$ cat config.mk
export PLATFORM = sky130hd
export DESIGN_NAME = timer_slot_pool_with_watchers_flat
export DESIGN_NICKNAME = d
export VERILOG_FILES = /design/src/hw/rtl/tspw_pkg.sv /design/src/hw/rtl/tspw_channels.sv /design/src/hw/rtl/timer_slot_pool_with_watchers.sv /design/src/hw/rtl/tspw_divider.sv /design/src/hw/rtl/tspw_slot_cell.sv /design/src/hw/rtl/tspw_watch_cell.sv /design/src/flat_wrapper.sv
export SDC_FILE = /design/constraint.sdc
export NUM_CORES = 2
export LEC_CHECK = 0
export ABC_AREA = 1
export BUFFER_PORTS_ARGS = -buffer_cell sky130_fd_sc_hd__buf_2
export CORE_MARGIN = 2
export CORE_UTILIZATION = 50
export CTS_CLUSTER_DIAMETER = 60
export DETAILED_ROUTE_END_ITERATION = 8
export PLACE_DENSITY = 0.7
export SLEW_MARGIN = 0
export SYNTH_ARGS = -nofsm -noshare
export SYNTH_HDL_FRONTEND = slang
export SYNTH_SLANG_ARGS = --single-unit
$ cat constraint.sdc
create_clock -name clock -period 4.7 [get_ports clock]
set_input_delay 0.235 -clock clock [delete_from_list [all_inputs] [get_ports clock]]
set_output_delay 0.235 -clock clock [all_outputs]
set_load 0.05 [all_outputs]
$ cat src/hw/rtl/tspw_pkg.sv
// shared types and constants of the timer slot pool
package tspw_pkg;

   localparam int SLOT_COUNT_DEFAULT    = 8;
   localparam int WATCHER_COUNT_DEFAULT = 4;

   localparam int CMD_W   = 2;
   localparam int DUR_W   = 32;
   localparam int WIDX_W  = 2;
   localparam int SIDX_W  = 3;
   localparam int MASK_W  = 8;
   localparam int RUN_W   = 4;
   localparam int RES_W   = 8;

   localparam logic [RES_W-1:0] RES_RESET = 8'd3;

   typedef enum logic [CMD_W-1:0] {
      CMD_TICK  = 2'd0,
      CMD_START = 2'd1,
      CMD_LOAD  = 2'd2,
      CMD_NOP   = 2'd3
   } cmd_type;

   typedef enum logic [1:0] {
      ST_IDLE,
      ST_DIVIDE,
      ST_APPLY,
      ST_REPORT
   } state_type;

   typedef struct packed {
      logic             done;
      logic             zero;
      logic [DUR_W-1:0] ticks;
   } div_result_type;

   typedef struct packed {
      logic             tick;
      logic             start;
      logic             ticks_zero;
      logic [DUR_W-1:0] ticks;
   } slot_ctl_type;

   typedef struct packed {
      logic             tick;
      logic             load;
      logic [DUR_W-1:0] ticks;
   } watch_ctl_type;

endpackage

$ cat src/hw/rtl/tspw_channels.sv
// valid/ready channel interfaces of the timer slot pool
interface tspw_req_if;
   import tspw_pkg::*;
   logic                valid;
   logic                ready;
   logic [CMD_W-1:0]    command;
   logic [DUR_W-1:0]    duration_us;
   logic [WIDX_W-1:0]   watcher_index;

   modport source (output valid, command, duration_us, watcher_index, input ready);
   modport sink   (input valid, command, duration_us, watcher_index, output ready);
   modport monitor (input valid, ready, command, duration_us, watcher_index);
endinterface

interface tspw_rsp_if;
   import tspw_pkg::*;
   logic                valid;
   logic                ready;
   logic [SIDX_W-1:0]   slot_index;
   logic                alloc_failed;
   logic [MASK_W-1:0]   expired_slots;
   logic [MASK_W-1:0]   busy_slots;
   logic [RUN_W-1:0]    watchers_running;

   modport source (output valid, slot_index, alloc_failed, expired_slots, busy_slots,
                   watchers_running, input ready);
   modport sink   (input valid, slot_index, alloc_failed, expired_slots, busy_slots,
                   watchers_running, output ready);
   modport monitor (input valid, ready, slot_index, alloc_failed, expired_slots,
                    busy_slots, watchers_running);
endinterface

interface tspw_csr_if;
   import tspw_pkg::*;
   logic                valid;
   logic                ready;
   logic [RES_W-1:0]    tick_resolution_us;

   modport source (output valid, tick_resolution_us, input ready);
   modport sink   (input valid, tick_resolution_us, output ready);
   modport monitor (input valid, ready, tick_resolution_us);
endinterface

$ cat src/hw/rtl/timer_slot_pool_with_watchers.sv
// Timer slot pool with link watchers. One request beat in, one response beat out.
// A tick (or command 3) goes from its request beat straight to update and report; a start or a
// watcher load first waits for the bit-serial divider that turns the duration into ticks
// (32 quotient steps, one rounding step), then updates and reports.
// One request is in flight at a time; the response sits in an output register, so the
// next request is taken while the previous response still waits. The slots form a row
// of cells joined by a free-slot chain that picks the lowest free slot.
module timer_slot_pool_with_watchers #(
   parameter int SLOT_COUNT    = tspw_pkg::SLOT_COUNT_DEFAULT,
   parameter int WATCHER_COUNT = tspw_pkg::WATCHER_COUNT_DEFAULT
) (
   input  logic        clock,
   input  logic        reset,
   tspw_req_if.sink    req_bus,
   tspw_rsp_if.source  rsp_bus,
   tspw_csr_if.sink    csr_bus
);
   import tspw_pkg::*;

   localparam int IDX_W = (SLOT_COUNT > 1) ? $clog2(SLOT_COUNT) : 1;

   state_type           state_ff, state_in;
   cmd_type             cmd_ff;
   logic [WIDX_W-1:0]   widx_ff;
   logic [RES_W-1:0]    res_ff;

   logic                req_take;
   logic                need_div;
   logic                div_start;
   logic                apply;
   logic                report_load;
   div_result_type      div_res;

   slot_ctl_type        slot_ctl;
   watch_ctl_type       watch_ctl;
   logic [SLOT_COUNT:0] claim;
   logic [SLOT_COUNT-1:0] busy_vec;
   logic [SLOT_COUNT-1:0] expire_vec;
   logic [SLOT_COUNT-1:0] taken_vec;
   logic [WATCHER_COUNT-1:0] run_vec;
   logic [WATCHER_COUNT-1:0] sel_vec;

   logic [IDX_W-1:0]    claim_idx;
   logic [IDX_W+SIDX_W-1:0] claim_idx_ext;
   logic [SLOT_COUNT+MASK_W-1:0] busy_ext;
   logic [SLOT_COUNT+MASK_W-1:0] expired_ext;
   logic [WATCHER_COUNT+RUN_W-1:0] run_ext;

   logic [SLOT_COUNT-1:0] expired_ff;
   logic [SIDX_W-1:0]   idx_ff;
   logic                failed_ff;

   logic                rsp_valid_ff;
   logic [SIDX_W-1:0]   rsp_idx_ff;
   logic                rsp_failed_ff;
   logic [MASK_W-1:0]   rsp_expired_ff;
   logic [MASK_W-1:0]   rsp_busy_ff;
   logic [RUN_W-1:0]    rsp_run_ff;

   // configuration
   assign csr_bus.ready = 1'b1;

   always_ff @(posedge clock) begin
      if (reset) begin
         res_ff <= RES_RESET;
      end else if (csr_bus.valid) begin
         res_ff <= csr_bus.tick_resolution_us;
      end
   end

   // sequencer
   assign req_take = req_bus.valid && req_bus.ready;

   always_comb begin
      unique case (cmd_type'(req_bus.command)) inside
         CMD_START, CMD_LOAD: need_div = 1'b1;
         default:             need_div = 1'b0;
      endcase
   end

   always_comb begin
      state_in = state_ff;
      unique case (state_ff)
         ST_IDLE: begin
            if (req_bus.valid) begin
               state_in = need_div ? ST_DIVIDE : ST_APPLY;
            end
         end
         ST_DIVIDE: begin
            if (div_res.done) begin
               state_in = ST_APPLY;
            end
         end
         ST_APPLY: begin
            state_in = ST_REPORT;
         end
         ST_REPORT: begin
            if (!rsp_valid_ff || rsp_bus.ready) begin
               state_in = ST_IDLE;
            end
         end
         default: state_in = ST_IDLE;
      endcase
   end

   always_comb begin
      req_bus.ready = 1'b0;
      div_start     = 1'b0;
      apply         = 1'b0;
      report_load   = 1'b0;
      unique case (state_ff)
         ST_IDLE: begin
            req_bus.ready = 1'b1;
            div_start     = req_bus.valid && need_div;
         end
         ST_DIVIDE: ;
         ST_APPLY:  apply = 1'b1;
         ST_REPORT: report_load = !rsp_valid_ff || rsp_bus.ready;
         default: ;
      endcase
   end

   always_ff @(posedge clock) begin
      if (reset) begin
         state_ff <= ST_IDLE;
      end else begin
         state_ff <= state_in;
      end
   end

   always_ff @(posedge clock) begin
      if (req_take) begin
         cmd_ff  <= cmd_type'(req_bus.command);
         widx_ff <= req_bus.watcher_index;
      end
   end

   tspw_divider u_divider (
      .clock    (clock),
      .reset    (reset),
      .start    (div_start),
      .dividend (req_bus.duration_us),
      .divisor  (res_ff),
      .result   (div_res)
   );

   // slot row
   always_comb begin
      slot_ctl.tick       = apply && (cmd_ff == CMD_TICK);
      slot_ctl.start      = apply && (cmd_ff == CMD_START);
      slot_ctl.ticks_zero = div_res.zero;
      slot_ctl.ticks      = div_res.ticks;
      watch_ctl.tick      = apply && (cmd_ff == CMD_TICK);
      watch_ctl.load      = apply && (cmd_ff == CMD_LOAD);
      watch_ctl.ticks     = div_res.ticks;
   end

   assign claim[0] = 1'b1;

   for (genvar s = 0; s < SLOT_COUNT; s++) begin : g_slot
      tspw_slot_cell u_cell (
         .clock     (clock),
         .reset     (reset),
         .ctl       (slot_ctl),
         .claim_in  (claim[s]),
         .claim_out (claim[s+1]),
         .busy      (busy_vec[s]),
         .expire    (expire_vec[s]),
         .taken     (taken_vec[s])
      );
   end

   // watcher index wraps modulo the watcher count
   always_comb begin
      sel_vec = '0;
      for (int w = 0; w < WATCHER_COUNT; w++) begin
         for (int k = 0; k < (1 << WIDX_W); k++) begin
            if (((k % WATCHER_COUNT) == w) && (widx_ff == WIDX_W'(k))) begin
               sel_vec[w] = 1'b1;
            end
         end
      end
   end

   for (genvar w = 0; w < WATCHER_COUNT; w++) begin : g_watch
      tspw_watch_cell u_cell (
         .clock   (clock),
         .reset   (reset),
         .ctl     (watch_ctl),
         .sel     (sel_vec[w]),
         .running (run_vec[w])
      );
   end

   always_comb begin
      claim_idx = '0;
      for (int s = 0; s < SLOT_COUNT; s++) begin
         if (taken_vec[s]) begin
            claim_idx = claim_idx | IDX_W'(s);
         end
      end
   end

   assign claim_idx_ext = {{SIDX_W{1'b0}}, claim_idx};
   assign busy_ext      = {{MASK_W{1'b0}}, busy_vec};
   assign expired_ext   = {{MASK_W{1'b0}}, expired_ff};
   assign run_ext       = {{RUN_W{1'b0}}, run_vec};

   always_ff @(posedge clock) begin
      if (apply) begin
         expired_ff <= expire_vec;
         idx_ff     <= claim_idx_ext[SIDX_W-1:0];
         failed_ff  <= slot_ctl.start && claim[SLOT_COUNT];
      end
   end

   // response register
   always_ff @(posedge clock) begin
      if (reset) begin
         rsp_valid_ff <= 1'b0;
      end else if (report_load) begin
         rsp_valid_ff <= 1'b1;
      end else if (rsp_bus.ready) begin
         rsp_valid_ff <= 1'b0;
      end
   end

   always_ff @(posedge clock) begin
      if (report_load) begin
         rsp_idx_ff     <= idx_ff;
         rsp_failed_ff  <= failed_ff;
         rsp_expired_ff <= expired_ext[MASK_W-1:0];
         rsp_busy_ff    <= busy_ext[MASK_W-1:0];
         rsp_run_ff     <= run_ext[RUN_W-1:0];
      end
   end

   assign rsp_bus.valid            = rsp_valid_ff;
   assign rsp_bus.slot_index       = rsp_idx_ff;
   assign rsp_bus.alloc_failed     = rsp_failed_ff;
   assign rsp_bus.expired_slots    = rsp_expired_ff;
   assign rsp_bus.busy_slots       = rsp_busy_ff;
   assign rsp_bus.watchers_running = rsp_run_ff;

endmodule

$ cat src/hw/rtl/tspw_divider.sv
// bit-serial ceiling divider: duration over tick resolution, one quotient bit a cycle
module tspw_divider (
   input  logic                        clock,
   input  logic                        reset,
   input  logic                        start,
   input  logic [tspw_pkg::DUR_W-1:0]  dividend,
   input  logic [tspw_pkg::RES_W-1:0]  divisor,
   output tspw_pkg::div_result_type    result
);
   import tspw_pkg::*;

   localparam int CNT_W = $clog2(DUR_W + 1);

   logic               active_ff, active_in;
   logic               round_ff, round_in;
   logic               done_ff, done_in;
   logic [CNT_W-1:0]   count_ff, count_in;
   logic [DUR_W-1:0]   quo_ff, quo_in;
   logic [RES_W-1:0]   rem_ff, rem_in;
   logic [RES_W-1:0]   dsr_ff, dsr_in;
   logic [DUR_W-1:0]   ticks_ff, ticks_in;
   logic               zero_ff, zero_in;
   logic [RES_W:0]     trial;
   logic [RES_W:0]     diff;

   always_comb begin
      trial     = {rem_ff, quo_ff[DUR_W-1]};
      diff      = trial - {1'b0, dsr_ff};
      active_in = active_ff;
      round_in  = round_ff;
      done_in   = 1'b0;
      count_in  = count_ff;
      quo_in    = quo_ff;
      rem_in    = rem_ff;
      dsr_in    = dsr_ff;
      ticks_in  = ticks_ff;
      zero_in   = zero_ff;
      if (start) begin
         active_in = 1'b1;
         round_in  = 1'b0;
         count_in  = CNT_W'(DUR_W);
         quo_in    = dividend;
         rem_in    = '0;
         // a zero resolution divides by one
         dsr_in    = (divisor == '0) ? RES_W'(1) : divisor;
      end else if (active_ff) begin
         if (trial >= {1'b0, dsr_ff}) begin
            rem_in = diff[RES_W-1:0];
            quo_in = {quo_ff[DUR_W-2:0], 1'b1};
         end else begin
            rem_in = trial[RES_W-1:0];
            quo_in = {quo_ff[DUR_W-2:0], 1'b0};
         end
         count_in = count_ff - CNT_W'(1);
         if (count_ff == CNT_W'(1)) begin
            active_in = 1'b0;
            round_in  = 1'b1;
         end
      end else if (round_ff) begin
         // round up on a nonzero remainder
         ticks_in = quo_ff + DUR_W'(rem_ff != '0);
         zero_in  = (quo_ff == '0) && (rem_ff == '0);
         round_in = 1'b0;
         done_in  = 1'b1;
      end
   end

   always_ff @(posedge clock) begin
      if (reset) begin
         active_ff <= 1'b0;
         round_ff  <= 1'b0;
         done_ff   <= 1'b0;
         count_ff  <= '0;
      end else begin
         active_ff <= active_in;
         round_ff  <= round_in;
         done_ff   <= done_in;
         count_ff  <= count_in;
      end
   end

   always_ff @(posedge clock) begin
      quo_ff   <= quo_in;
      rem_ff   <= rem_in;
      dsr_ff   <= dsr_in;
      ticks_ff <= ticks_in;
      zero_ff  <= zero_in;
   end

   assign result.done  = done_ff;
   assign result.zero  = zero_ff;
   assign result.ticks = ticks_ff;

endmodule

$ cat src/hw/rtl/tspw_slot_cell.sv
// one countdown slot of the pool, linked to its neighbours by the free-slot chain
module tspw_slot_cell (
   input  logic                   clock,
   input  logic                   reset,
   input  tspw_pkg::slot_ctl_type ctl,
   input  logic                   claim_in,
   output logic                   claim_out,
   output logic                   busy,
   output logic                   expire,
   output logic                   taken
);
   import tspw_pkg::*;

   logic [DUR_W-1:0] rem_ff, rem_in;
   logic             busy_ff, busy_in;
   logic             last_tick;

   // claim_in high means every lower slot is busy
   assign taken     = ctl.start && claim_in && !busy_ff;
   assign claim_out = claim_in && busy_ff;
   assign last_tick = (rem_ff == '0) || (rem_ff == DUR_W'(1));
   assign expire    = (ctl.tick && busy_ff && last_tick) || (taken && ctl.ticks_zero);

   always_comb begin
      rem_in  = rem_ff;
      busy_in = busy_ff;
      if (ctl.tick && busy_ff) begin
         rem_in  = rem_ff - DUR_W'(rem_ff != '0);
         busy_in = !last_tick;
      end else if (taken) begin
         rem_in  = ctl.ticks;
         busy_in = !ctl.ticks_zero;
      end
   end

   always_ff @(posedge clock) begin
      if (reset) begin
         rem_ff  <= '0;
         busy_ff <= 1'b0;
      end else begin
         rem_ff  <= rem_in;
         busy_ff <= busy_in;
      end
   end

   assign busy = busy_ff;

endmodule

$ cat src/hw/rtl/tspw_watch_cell.sv
// one link watchdog counter
module tspw_watch_cell (
   input  logic                    clock,
   input  logic                    reset,
   input  tspw_pkg::watch_ctl_type ctl,
   input  logic                    sel,
   output logic                    running
);
   import tspw_pkg::*;

   logic [DUR_W-1:0] rem_ff, rem_in;

   always_comb begin
      rem_in = rem_ff;
      if (ctl.tick) begin
         rem_in = rem_ff - DUR_W'(rem_ff != '0);
      end else if (ctl.load && sel) begin
         rem_in = ctl.ticks;
      end
   end

   always_ff @(posedge clock) begin
      if (reset) begin
         rem_ff <= '0;
      end else begin
         rem_ff <= rem_in;
      end
   end

   assign running = (rem_ff != '0);

endmodule

$ cat src/flat_wrapper.sv
// flat-port wrapper written by rule: the top's interface ports become plain ports
module timer_slot_pool_with_watchers_flat import tspw_pkg::*;
#(
   parameter int SLOT_COUNT    = tspw_pkg::SLOT_COUNT_DEFAULT,
   parameter int WATCHER_COUNT = tspw_pkg::WATCHER_COUNT_DEFAULT
)
  (clock, reset, req_bus_valid, req_bus_command, req_bus_duration_us, req_bus_watcher_index, req_bus_ready, rsp_bus_valid, rsp_bus_slot_index, rsp_bus_alloc_failed, rsp_bus_expired_slots, rsp_bus_busy_slots, rsp_bus_watchers_running, rsp_bus_ready, csr_bus_valid, csr_bus_tick_resolution_us, csr_bus_ready);
  tspw_req_if req_bus_i ();
  tspw_rsp_if rsp_bus_i ();
  tspw_csr_if csr_bus_i ();
  input  logic clock;
  input  logic reset;
  input wire logic [$bits(req_bus_i.valid)-1:0] req_bus_valid;
  input wire logic [$bits(req_bus_i.command)-1:0] req_bus_command;
  input wire logic [$bits(req_bus_i.duration_us)-1:0] req_bus_duration_us;
  input wire logic [$bits(req_bus_i.watcher_index)-1:0] req_bus_watcher_index;
  output wire logic [$bits(req_bus_i.ready)-1:0] req_bus_ready;
  output wire logic [$bits(rsp_bus_i.valid)-1:0] rsp_bus_valid;
  output wire logic [$bits(rsp_bus_i.slot_index)-1:0] rsp_bus_slot_index;
  output wire logic [$bits(rsp_bus_i.alloc_failed)-1:0] rsp_bus_alloc_failed;
  output wire logic [$bits(rsp_bus_i.expired_slots)-1:0] rsp_bus_expired_slots;
  output wire logic [$bits(rsp_bus_i.busy_slots)-1:0] rsp_bus_busy_slots;
  output wire logic [$bits(rsp_bus_i.watchers_running)-1:0] rsp_bus_watchers_running;
  input wire logic [$bits(rsp_bus_i.ready)-1:0] rsp_bus_ready;
  input wire logic [$bits(csr_bus_i.valid)-1:0] csr_bus_valid;
  input wire logic [$bits(csr_bus_i.tick_resolution_us)-1:0] csr_bus_tick_resolution_us;
  output wire logic [$bits(csr_bus_i.ready)-1:0] csr_bus_ready;
  assign req_bus_i.valid = req_bus_valid;
  assign req_bus_i.command = req_bus_command;
  assign req_bus_i.duration_us = req_bus_duration_us;
  assign req_bus_i.watcher_index = req_bus_watcher_index;
  assign req_bus_ready = req_bus_i.ready;
  assign rsp_bus_valid = rsp_bus_i.valid;
  assign rsp_bus_slot_index = rsp_bus_i.slot_index;
  assign rsp_bus_alloc_failed = rsp_bus_i.alloc_failed;
  assign rsp_bus_expired_slots = rsp_bus_i.expired_slots;
  assign rsp_bus_busy_slots = rsp_bus_i.busy_slots;
  assign rsp_bus_watchers_running = rsp_bus_i.watchers_running;
  assign rsp_bus_i.ready = rsp_bus_ready;
  assign csr_bus_i.valid = csr_bus_valid;
  assign csr_bus_i.tick_resolution_us = csr_bus_tick_resolution_us;
  assign csr_bus_ready = csr_bus_i.ready;
  timer_slot_pool_with_watchers #(.SLOT_COUNT(SLOT_COUNT), .WATCHER_COUNT(WATCHER_COUNT)) u_core (.clock(clock), .reset(reset), .req_bus(req_bus_i), .rsp_bus(rsp_bus_i), .csr_bus(csr_bus_i));
endmodule
==> impl_metrics.ini <==
[timing]
slew-limit-headroom_pct = 16.87
timing.final.hold_violations = 0
setup_viol = 0
setup-tns-final_ns = 0
finalWorstSetupSlack_ns = 1.110
finalMaxSlewViolations = 0
timing.final.crit_period_ns = 3.590
worst-slew-pin-transition_ns = 1.246
skew_ns = 0.03524
rsz0062_at_grt = false
timing.final.crit_share_pct = 76.38
fmax_ghz = 0.2786

[floorplan]
die_x_um = 263.7
initial_core_util_pct = 50.40
io_pins = 76
die_h_um = 263.7
core_area_um2 = 66920
dieArea_um2 = 69550
core.rowCount = 95

[placement]
dp_hpwl_um = 85850
gp_congestion = 0.9979
place_inst = 6096
preCtsSetupSlack_ns = 1.214
port_buffers = 74

[clock_network]
cts.sinks = 533
clk_root_buffer_cell = clkbuf_16
htreeDepth = 3
cts_resized = 0
cts_buffers = 69
cts_max_path_buffers = 3
clock_latency_ns = 0.63
cts_tree = built
path_clk_slew_ns = 0.06

[setup_path]
crit_buf_inv = 6
crit_top_cell = inv_1
cp-startpoint = u_core.state_ff[0]
cp_num_cells = 14
timing.rr.end = u_core.g_slot[1].u_cell.rem_ff[27]
setup.worst_path.start_class = register
crit_path_top_delay_cell = nand2_1
critPathMaxStageDelay_ns = 0.59
crit_end = u_core.g_slot[1].u_cell.rem_ff[27]
cp.required_ns = 5.17
rrSetupSlack_ns = 1.11
path_cells = inv_1 -> ha_1 -> buf_4 -> inv_1 -> nor2_1 -> nand2_4 -> inv_4 -> nand2_1 -> nand2_1 -> inv_1 -> nand2_1 -> o21ai_0 -> inv_1 -> a21oi_1
worstSetupEndpointType = register
ff2ff_path_depth = 14
timing.rr.start = u_core.state_ff[0]
crit_family = simple AND/OR/NAND/NOR gates
cp_max_fo = 19
worstSetupPathType = reg2reg
critical_path_arrival_ns = 4.06

[global_route]
antenna_found_initial = 6
grt_pass1_wl_um = 187300
grt_pass1_vias = 32810
track_usage_pct = 34.38
grt_max_degree = 125
grt-ovfl-total = 0

[synth]
ys_seq_elements = 533
ys_async_sr_fraction_pct = 0
yosys_warnings = 0
ys_seq_area_share_pct = 34.99
syn_area_per_cell_um2 = 6.364
synth_edf_count = 113
syn_nets = 5402
synth_area_um2 = 33730
syn-instance-count = 5300
synthDistinctLibCells = 50
synth_flop_cell = dfxtp_1

[detailed_routing]
viasPerCell = 5.728
drc = 0
first_pass_iters = 7
wirelength_um = 123300
antenna_left = 0
wl_per_cell_um = 19.65
vias = 35960
drtIter0Drc = 4156

[outcome]
status = finished clean

[finish]
final_cell_mix = nand2_1 (1303), nor2_1 (959), inv_1 (549)
mostFrequentLayoutCell = nand2_1
areaGrowthSynthToFinish_pct = 11.80
final_cells = 6277
drive_gt1_share_pct = 5.166
final_util_pct = 56.35
finish.net_count = 5448

[power_and_ir_drop]
p_leak_nw = 17.01
irDropWorstVdd_uv = 503.3
power_density_nw_per_um2 = 700.7

[hold_path]
hold_path_class = in2reg

[job]
maxCapViolCount = 0
-- metrics by stage --
step | total power [W] | hold WS [ns] | area, um2
after global routing | 0.02843 | 0.04394 | 37700
after CTS | 0.02618 | 0.001414 | 37700
after floorplan | 0.01693 | 0.3339 | 33730
after global placement | 0.02026 | 0.4021 | 34730
final | 0.02642 | 0.008847 | 37710
after detailed placement | 0.02033 | 0.4070 | 34730
-- flip-flops by register name (all words and copies together) (netlist names), 32 cells and up --
signal / count
u_core.u_divider.quo_ff: 32
u_core.g_slot.u_cell.rem_ff: 256
u_core.u_divider.ticks_ff: 32
u_core.g_watch.u_cell.rem_ff: 128
-- cell usage after synthesis (all sizes together), types with 3 or more instances --
master	number	share of area, %
a22oi	30	0.67
xnor2	52	1.4
nand2	1310	15
ha	52	1.9
o32ai	4	0.10
or2	19	0.35
edfxtp	113	10
nor4	15	0.28
o221ai	5	0.13
nand3	383	5.7
a21boi	8	0.18
clkinv	3	0.033
and2	4	0.074
o31ai	8	0.18
a21oi	325	4.8
o22ai	40	0.74
nand4	88	1.6
nor2	971	11
dfxtp	420	25
a211oi	13	0.29
o211ai	31	0.69
buf	69	1.0
o21ai	364	5.4
a21o	4	0.089
xor2	100	2.6
clkbuf	117	1.3
a31oi	72	1.3
a32oi	8	0.21
nand3b	15	0.33
inv	561	6.2
nor3	74	1.2
o21bai	13	0.29
-- cells by family after synthesis --
group / synth area share (%)
AOI/OAI and AO/OA: 15.26
xor gates and xnor gates: 3.947
adders and majority gates: 1.988
buffers and inverters: 8.606
DFF: 34.99
other: 0.01112
and+or+nand+nor: 35.20
-- repair_timing --
item | CTS | global route
hold buffers | 52 | 0
hold endpoints to repair | 45 | 0
buffers inserted | 0 | 0
setup endpoints to repair | 0 | 0
-- layer usage --
metal | global-route usage [%] | part of all wire [%]
met1 | 46.10 | 42
met2 | 53.13 | 43
met3 | 7.000 | 10
met4 | 16.06 | 4.5
met5 | 0 | 0.034
-- layout make-up --
class | count | area (um2)
diodes | 3 | 7.507
repair buffers | 161 | 1176
fillers | 6686 | 29210
well taps | 873 | 1092
flip-flops and latches | 533 | 11800
clock buffers | 93 | 1982
clock inverters | 33 | 464.2
inverters | 564 | 2122
multi-input cells | 4017 | 19060
-- worst min-delay path by stage --
stage	to	from	cells after the start	slack [ns]
after global routing	u_core.g_watch[2].u_cell.rem_ff[10]	reset	2	0.04
final	u_core.g_watch[0].u_cell.rem_ff[2]	reset	2	0.009
after global placement	u_core.rsp_bus.expired_slots[2]	u_core.expired_ff[2]	0	0.40
after floorplan	u_core.cmd_ff[0]	req_bus_command[0]	0	0.33
after detailed placement	u_core.rsp_bus.expired_slots[2]	u_core.expired_ff[2]	0	0.41
after CTS	u_core.res_ff[4]	csr_bus_valid	3	0.001
-- where the power goes --
| part | internal (W) | switching, W |
|---|---|---|
| sequential | 0.00538 | 0.000587 |
| combinational | 0.00494 | 0.00975 |
| clock | 0.00353 | 0.00223 |
Power figures use the tool's default switching activity.
